<file path="config.mk">
export PLATFORM = sky130hd
export DESIGN_NAME = tps_fifo
export DESIGN_NICKNAME = d
export VERILOG_FILES = /design/src/sv/tps_pkg.sv /design/src/sv/tps_fifo.sv
export SDC_FILE = /design/constraint.sdc
export NUM_CORES = 1
export LEC_CHECK = 0
export BUFFER_PORTS_ARGS = -buffer_cell sky130_fd_sc_hd__buf_4
export CAP_MARGIN = 20
export CORE_AREA = 2 2 417 419
export DETAILED_ROUTE_END_ITERATION = 8
export DIE_AREA = 0 0 419 421
export PLACE_DENSITY = 0.46
export SLEW_MARGIN = 20
export SYNTH_ARGS = -nofsm -noshare
export SYNTH_HDL_FRONTEND = slang
export SYNTH_SLANG_ARGS = --single-unit
</file>
<file path="constraint.sdc">
create_clock -name clk -period 11.8 [get_ports clk]
set_clock_uncertainty 0.1 [all_clocks]
set_input_delay 1.77 -clock clk [delete_from_list [all_inputs] [get_ports clk]]
set_output_delay 1.77 -clock clk [all_outputs]
set_load 0.01 [all_outputs]
</file>
<file path="src/sv/tps_pkg.sv">
`timescale 1ns / 1ps
package tps_pkg;

  localparam int IN_W   = 16;
  localparam int DIFF_W = 17;
  localparam int PROD_W = 34;
  localparam int MAG_W  = 33;
  localparam int SQ_W   = 66;
  localparam int LEN_W  = 68;
  localparam int NORM_W = 18;
  localparam int OFF_W  = 35;
  localparam int Y_W    = 17;
  localparam logic signed [Y_W-1:0] Y_MARGIN = 17'sd5;

  // one classified triangle between front and back
  typedef struct packed {
    logic                     degen;
    logic                     neg_x;
    logic                     neg_y;
    logic                     neg_z;
    logic [LEN_W-1:0]         len2;
    logic [SQ_W-1:0]          sq_x;
    logic [SQ_W-1:0]          sq_y;
    logic [SQ_W-1:0]          sq_z;
    logic signed [IN_W-1:0]   x1;
    logic signed [IN_W-1:0]   y1;
    logic signed [IN_W-1:0]   z1;
    logic signed [Y_W-1:0]    lower;
    logic signed [Y_W-1:0]    upper;
  } tps_item_t;

endpackage

</file>
<file path="src/sv/tps_fifo.sv">
`timescale 1ns / 1ps
module tps_fifo
  import tps_pkg::*;
(
  input  logic      clk,
  input  logic      rst,
  input  logic      push,
  input  tps_item_t push_item,
  input  logic      pop,
  output tps_item_t head,
  output logic      full,
  output logic      empty
);

  localparam int DEPTH = 4;

  tps_item_t  mem [0:DEPTH-1];
  logic [1:0] wr_ptr, rd_ptr;
  logic [2:0] count;

  assign full  = (count == 3'(DEPTH));
  assign empty = (count == '0);
  assign head  = mem[rd_ptr];

  always_ff @(posedge clk) begin
    if (push) mem[wr_ptr] <= push_item;
  end

  always_ff @(posedge clk) begin
    if (rst) begin
      wr_ptr <= '0;
      rd_ptr <= '0;
      count  <= '0;
    end else begin
      if (push) wr_ptr <= wr_ptr + 2'd1;
      if (pop) rd_ptr <= rd_ptr + 2'd1;
      count <= count + 3'(push) - 3'(pop);
    end
  end

  a_count_bound: assert property (@(posedge clk) disable iff (rst) count <= 3'(DEPTH))
    else $error("word count above depth");
  a_no_pop_empty: assert property (@(posedge clk) disable iff (rst) empty |-> !pop)
    else $error("pop from empty queue");
  a_push_grows: assert property (@(posedge clk) disable iff (rst)
    (push && !pop) |=> count == $past(count) + 3'd1)
    else $error("count did not follow push");

endmodule

</file>
==> metrics.yaml, run 1 <==
wl_um: 125300
slew_violations: 0
ctsHoldBuffers: 0
slew_headroom_pct: 18.32
peakVddDrop_mv: 0.1434
end_kind: "primary output"
rsz0062_at_grt: "false"
io_pins: 710
port_buffers: 709
mostFrequentLayoutCells: "edfxtp_1, buf_4, mux4_2"
wl_per_cell_um: 24.33
powerDensity_nw_per_um2: 183.0
multiInputGateArea_um2: 8174
syn_inst: 1880
final-seq-area_um2: 42470
required_ns: 9.93
outcome: "finished clean"
timing.final.crit_share_pct: 52.83
drive_gt1_share_pct: 46.49
coreArea_um2: 172500
yosys-top-cells-area: "edfxtp_1, mux4_2, buf_6"
grt_pass1_vias: 25180
clock_latency_ns: 0.78
power_switching_mw: 2.632
p_leak_nw: 21.06
synth_top_area_share_pct: 82.54
grt_pass1_wl_um: 180200
drc_errors: 0
cp_max_fo: 104
grt_overflow: 0
cts_buffers: 157
power_switching_share_pct: 22.40
worst_slew_pin_slew_ns: 1.225
fmax_ghz: 0.1604
crit_buf_inv: 3
ys_ff_latch: 1417
min_period_ns: 6.234
pwr-share-comb_pct: 10.2
seqPwrFrac_pct: 49.8
yosysSeqAreaShare_pct: 82.89
hp-start: "rd_ptr[0]"
timing.rr.start: "wr_ptr[1]"
clkPwrFrac_pct: 40.0
avgSynthCellArea_um2: 27.25
worst_path_largest_cell_delay_ns: 0.97
cp.arrival_ns: 4.36
clock_sinks: 1417
yosys.cell_types.count: 20
crit_type: "reg -> out"
cts_tree: "yes"
fin_tns_setup_ns: 0
syn-num-nets: 2243
n_fill_cell: 15620
cp-start-kind: "flop"
rows: 153
place.gp.congestion: 0.7257
maxCapViolations: 0
syn_area_um2: 51230
path_common_cell: "buf_4"
die-area_um2: 176400
via_per_inst: 4.476
ctsResizeCount: 0
first_pass_iters: 4
cp_slowest_cell: "dfxtp_4"
hold_viol: 0
cts_setup_buffers: 0
grt_usage_pct: 14.12
grt_max_degree: 144
hp-class: "reg -> reg"
route.vias.total: 23060
start_util_pct: 29.70
clk_pin_slew_ns: 0.05
whs_ns: 0.4360
layout_commonest_cell: "edfxtp_1"
cts_max_path_buffers: 3
setup_viol: 0
crit_chain: "buf_12 -> buf_4 -> mux4_2 -> buf_4"
syn2layout_area_growth_pct: 25.38
dieHeight_um: 421
dp_hpwl_um: 78570
critical_path.top_delay_family: "buffers and inverters"
cts_root_buf: "clkbuf_16"
finalPower_mw: 11.75
internal_power_mw: 9.119
die_w_um: 419
ant_nets: 0
antenna_found_initial: 15
htree_levels: 4
final_nets: 3057
yosys.area.top_type: "edfxtp_1"
synth_warnings: 0
drt_iter0_markers: 1365
[kinds of logic after synthesis]
family / count (synthesis) / synth area share [%]
AOI/OAI and AO/OA: 2 / 0.02930
xor gates and xnor gates: 3 / 0.08060
adders and majority gates: 7 / 0.1856
buffers and inverters: 84 / 1.175
DFF: 1417 / 82.89
muxes: 353 / 15.50
and+or+nand+nor: 14 / 0.1465
[cells in the mapped netlist (all sizes together)]
library cell and number:
ha 6, a21oi 1, nand3b 1, clkbuf 9
a21bo 1, edfxtp 1408, nor2 5, inv 6
nor2b 2, and2 4, mux2i 1, and3 1
dfxtp 9, xor3 1, mux4 352, nor3 1
xnor2 2, fa 1, buf 69
[through the flow]
step	util [%]	setup WS [ns]	instance area, µm²	std cells
after floorplan	-	1.247	51230	1880
after global placement	34.33	6.261	59210	4859
after detailed placement	34.33	6.225	59210	4859
after CTS	37.21	5.313	64180	5142
after global routing	37.24	5.104	64220	5150
final	37.24	5.566	64230	5151
[final cells by class]
cell class	instances	area share [%]
diodes	8	0.03117
inverters	6	0.03507
clock inverters	88	1.270
repair buffers	733	8.813
multi-input cells	379	12.73
well taps	2325	4.529
clock buffers	195	6.472
flip-flops and latches	1417	66.12
[power by group through the flow]
| stage | Clock [mW] | Sequential, mW | Combinational [mW] |
|---|---|---|---|
| after floorplan | 0 | 6.01 | 0.604 |
| after global placement | 0 | 5.95 | 1.23 |
| after detailed placement | 0 | 5.96 | 1.25 |
| after CTS | 4.87 | 5.85 | 1.25 |
| after global routing | 5.05 | 5.87 | 1.29 |
| final | 4.70 | 5.85 | 1.20 |
[registers in the layout, summed over array words and instances (netlist names), named ones only]
signal and count:
mem 1408, count 3, rd_ptr 2, wr_ptr 2
[tightest hold or removal path, stage by stage, from the launching register on]
cell,delay (ns)
dfxtp_1,0.33
nand3b_1,0.09
a21oi_1,0.08
[worst paths after layout]
kind / end / cells past startpoint / slack, ns
worst max-delay path: head[274] / 4 / 5.57
worst min-delay path: flop / 2 / 0.44
worst max register to register: mem[1][341] / 5 / 8.17
worst min register to register: flop / 2 / 0.44
[per-layer routing]
layer | vias up | GRT usage (%) | routed length, µm
met5 | - | 0 | 39
met4 | 6 | 4.759 | 2936
met3 | 167 | 3.724 | 6663
met2 | 556 | 26.90 | 71740
met1 | 12460 | 14.78 | 43940
li1 | 9869 | - | -
No activity file was read; power rests on OpenSTA's default activity.
==> run 2, diff against run 1 <==
Clock period 11.8 ns to 5.8 ns, I/O delays scaled along.
==> metrics.yaml, run 2 (synthesis gave the netlist of run 1 again) <==
outcome: "finished clean"  # unchanged
max_flop_register: "mem"  # unchanged
final_nets: 3090  # was 3057
dieHeight_um: 421  # unchanged
ant_nets: 0  # unchanged
cts_tree: "yes"  # unchanged
crit_type: "reg -> out"  # unchanged
route.vias.total: 23310  # was 23.06k
cts_buffers: 155  # was 157
clock_sinks: 1417  # unchanged
ctsHoldBuffers: 0  # unchanged
required_ns: 4.83  # was 9.93 ns
setup_viol: 0  # unchanged
preCtsSetupSlack_ns: 2.496  # was 6.225 ns
p_leak_nw: 21.11  # was 21.06 nW
dp_hpwl_um: 84490  # was 78570 µm
top_regs: "mem (1408), count (3)"  # unchanged
cp_max_fo: 63  # was 104
mostFrequentLayoutCells: "edfxtp_1, buf_4, mux4_2"  # unchanged
crit_buf_inv: 2  # was 3
dpl_cell_area_um2: 59620  # was 59210 µm²
syn2layout_area_growth_pct: 25.43  # was 25.38%
cp-start-kind: "flop"  # unchanged
via_per_inst: 4.504  # was 4.476
die-area_um2: 176400  # unchanged
powerDensity_nw_per_um2: 364.2  # was 183.0 nW/µm²
antenna_found_initial: 13  # was 15
grt_usage_pct: 14.49  # was 14.12%
coreArea_um2: 172500  # unchanged
worst_slew_pin_slew_ns: 0.8831  # was 1.225 ns
hp-class: "in -> reg"  # was reg -> reg
worst_path_largest_cell_delay_ns: 0.84  # was 0.97 ns
cts_root_buf: "clkbuf_16"  # unchanged
fmax_ghz: 0.2512
timing.final.crit_share_pct: 68.63
drt_iter0_markers: 1597  # was 1365
slew_violations: 0  # unchanged
layout_commonest_cell: "edfxtp_1"  # unchanged
slew_headroom_pct: 41.13  # was 18.32%
clk_pin_slew_ns: 0.06  # was 0.05 ns
design_area_um2: 64250  # was 64230 µm²
fin_tns_setup_ns: 0  # unchanged
drc_errors: 0  # unchanged
wl_per_cell_um: 24.80  # was 24.33 µm
die_w_um: 419  # unchanged
grt_max_degree: 89  # was 144
drive_gt1_share_pct: 46.57  # was 46.49%
end_kind: "primary output"  # unchanged
hold_viol: 0  # unchanged
cts_setup_buffers: 0  # unchanged
maxCapViolations: 0  # unchanged
wl_um: 128300  # was 125300 µm
first_pass_iters: 5  # was 4
timing.final.ws_setup_ns: 1.819  # was 5.566 ns
finalPower_mw: 23.40  # was 11.75 mW
critical_path.top_delay_family: "flip-flops"  # was buffers and inverters
rsz0062_at_grt: "false"  # unchanged
cts_max_path_buffers: 3  # unchanged
min_period_ns: 3.981
cp_slowest_cell: "dfxtp_4"  # unchanged
grt_overflow: 0  # unchanged
crit_chain: "buf_12 -> mux4_2 -> buf_4"  # was buf_12 -> buf_4 -> mux4_2 -> buf_4
grt_pass1_vias: 25150  # was 25.18k
rows: 153  # unchanged
start_util_pct: 29.70  # unchanged
clock_latency_ns: 0.78  # about the same
grt_pass1_wl_um: 183500  # was 180200 µm
cp.arrival_ns: 3.01  # was 4.36 ns
io_pins: 710  # unchanged
htree_levels: 4  # unchanged
port_buffers: 709  # unchanged
largest_register_ffs: 1408  # unchanged
place.gp.congestion: 0.7854  # was 0.7257
ctsResizeCount: 0  # unchanged
final_core_util_pct: 37.25  # was 37.24%
peakVddDrop_mv: 0.3007  # was 0.1434 mV
==> run 2: path summary, 6_finish.rpt <==
path	startpoint	to	slack, ns	cells past startpoint
worst max-delay path	flop	head[325]	1.82	3
worst min-delay path	push_item[91]	mem[3][91]	0.18	1
worst max register to register	wr_ptr[0]	mem[2][271]	3.25	5
worst min register to register	rd_ptr[0]	flop	0.44	2
==> run 2: metrics by stage <==
| stage | instances | hold WS [ns] |
|---|---|---|
| 4_1_cts | 5166 | 0.06371 |
| 3_5_place_dp | 4895 | 0.4257 |
| 6_report | 5175 | 0.1802 |
| 3_3_place_gp | 4894 | 0.4012 |
| 2_1_floorplan | 1880 | 0.3918 |
| 5_1_grt | 5172 | 0.1055 |
==> run 2: area by class of cell <==
class | instances | area [µm²]
tap | 2325 | 2909
sequential | 1417 | 42470
antenna | 9 | 22.52
timing repair buffer | 768 | 6048
fill | 15700 | 108200
clock inverter | 68 | 455.4
inverter | 6 | 22.52
clock buffer | 203 | 4154
multi-input combinational | 379 | 8174
==> run 2: routing by layer <==
layer  GRT usage (%)  vias to the layer above  share of wire, %
met5               0                        -             0.010
met4           5.229                        2               2.8
met3           3.482                      176               5.2
met2           26.99                      593                56
met1           15.80                    12610                36
li1                -                     9926                 -
==> run 2: where the power goes <==
| group | total, mW | internal, mW | switching, mW |
|---|---|---|---|
| clock network | 9.00 | 5.16 | 3.84 |
| logic | 2.51 | 1.21 | 1.30 |
| registers | 11.9 | 11.8 | 0.114 |
| total | 23.4 | 18.1 | 5.25 |
==> run 3, diff against run 2 <==
Clock period 5.8 ns to 3.8 ns, I/O delays scaled along.
==> metrics.yaml, run 3 (synthesis gave the netlist of run 1 again) <==
wl_um: 133000  # was 128300 µm
final_nets: 3485  # was 3090
cp-start-kind: "flop"  # unchanged
crit_buf_inv: 3  # was 2
syn2layout_area_growth_pct: 33.98  # was 25.43%
clkPwrFrac_pct: 39.7  # was 38.4%
cts_buffers: 157  # was 155
cts_root_buf: "clkbuf_16"  # unchanged
dieHeight_um: 421  # unchanged
worst_path_largest_cell_delay_ns: 0.61  # was 0.84 ns
clock_sinks: 1417  # unchanged
outcome: "finished clean"  # unchanged
drt_iter0_markers: 1505  # was 1597
crit_type: "reg -> out"  # unchanged
powerDensity_nw_per_um2: 542.6  # was 364.2 nW/µm²
cp_slowest_cell: "dfxtp_4"  # unchanged
hold_viol: 0  # unchanged
crit_chain: "buf_12 -> buf_12 -> mux4_2 -> buf_4"  # was buf_12 -> mux4_2 -> buf_4
cts_max_path_buffers: 3  # unchanged
top_regs: "mem (1408), count (3)"  # unchanged
preCtsSetupSlack_ns: 1.051  # was 2.496 ns
cp.arrival_ns: 2.79  # was 3.01 ns
io_pins: 710  # unchanged
power_switching_share_pct: 22.63  # was 22.44%
ctsResizeCount: 0  # unchanged
rows: 153  # unchanged
cp_max_fo: 25  # was 63
die_w_um: 419  # unchanged
place.gp.congestion: 0.7712  # was 0.7854
pwr-share-comb_pct: 11.6  # was 10.7%
antenna_found_initial: 19  # was 13
timing.final.ws_setup_ns: 0.3412  # was 1.819 ns
clock_latency_ns: 0.78  # about the same
htree_levels: 4  # unchanged
coreArea_um2: 172500  # unchanged
fin_tns_setup_ns: 0  # unchanged
maxCapViolations: 0  # unchanged
worst_slew_pin_slew_ns: 0.8825  # was 0.8831 ns
drc_errors: 0  # unchanged
cts_setup_buffers: 0  # unchanged
max_flop_register: "mem"  # unchanged
peakVddDrop_mv: 0.4491  # was 0.3007 mV
internal_power_mw: 28.82  # was 18.15 mW
start_util_pct: 29.70  # unchanged
dp_hpwl_um: 88600  # was 84490 µm
mostFrequentLayoutCells: "edfxtp_1, buf_4, dlygate4sd3_1"  # was edfxtp_1, buf_4, mux4_2
setup_viol: 0  # unchanged
seqPwrFrac_pct: 48.7  # was 50.8%
layoutNonFillerInstCount: 5577  # was 5175
drive_gt1_share_pct: 42.82  # was 46.57%
largest_register_ffs: 1408  # unchanged
power_switching_mw: 8.426  # was 5.252 mW
ant_nets: 0  # unchanged
slew_violations: 0  # unchanged
grt_max_degree: 86  # was 89
min_period_ns: 3.459
rsz0062_at_grt: "false"  # unchanged
grt_pass1_wl_um: 192000  # was 183500 µm
required_ns: 3.13  # was 4.83 ns
port_buffers: 709  # unchanged
path_common_cell: "buf_12"
fmax_ghz: 0.2891
cts_tree: "yes"  # unchanged
timing.final.crit_share_pct: 91.02
place_inst: 4932  # was 4895
grt_pass1_vias: 27540  # was 25.15k
ctsHoldBuffers: 356  # was 0
clk_pin_slew_ns: 0.05  # was 0.06 ns
wl_per_cell_um: 23.84  # was 24.80 µm
layout_commonest_cell: "edfxtp_1"  # unchanged
end_kind: "primary output"  # unchanged
grt_usage_pct: 15.08  # was 14.49%
die-area_um2: 176400  # unchanged
hp-class: "in -> reg"  # unchanged
p_leak_nw: 23.03  # was 21.11 nW
via_per_inst: 4.438  # was 4.504
first_pass_iters: 5  # unchanged
critical_path.top_delay_family: "buffers and inverters"  # was flip-flops
grt_overflow: 0  # unchanged
route.vias.total: 24750  # was 23.31k
slew_headroom_pct: 41.16  # was 41.13%
## run 3: stage by stage
step / area [µm²] / util, % / total power, mW / hold WS (ns)
finish: 68630 / 39.79 / 37.24 / 0.4264
global route: 68630 / 39.79 / 38.64 / 0.3696
CTS: 68610 / 39.78 / 37.90 / 0.3206
detailed placement: 59990 / 34.78 / 22.56 / 0.4244
global placement: 59990 / 34.78 / 22.47 / 0.4068
floorplan: 51240 / - / 20.35 / 0.3918
## run 3: routing by layer
layer | vias to the layer above | share of wire, % | GRT usage, %
met3 | 239 | 4.3 | 3.145
met4 | 0 | 4.4 | 6.980
met5 | - | 0 | 0
met1 | 13180 | 35 | 15.76
li1 | 10720 | - | -
met2 | 612 | 56 | 28.52
## run 3: final timing paths
check	start	to	slack, ns	cells after the start
setup / recovery	flop	head[112]	0.34	4
hold / removal	push_item[54]	mem[3][54]	0.43	2
setup reg to reg	wr_ptr[0]	mem[0][325]	1.47	4
hold reg to reg	rd_ptr[0]	flop	0.43	2
## run 3: layout make-up
class | count | area (µm²)
clock inverter | 94 | 912.1
antenna | 8 | 20.02
sequential | 1417 | 42470
multi-input combinational | 379 | 8174
fill | 15390 | 103800
timing repair buffer | 1161 | 9982
inverter | 6 | 22.52
tap | 2325 | 2909
clock buffer | 187 | 4146
## run 3: power by group through the flow
stage,registers [mW],clock network [mW],logic [mW]
after floorplan,18.5,0,1.88
after global placement,18.4,0,4.04
after detailed placement,18.5,0,4.09
after CTS,18.1,15.3,4.46
after global routing,18.2,15.9,4.57
final,18.1,14.8,4.30
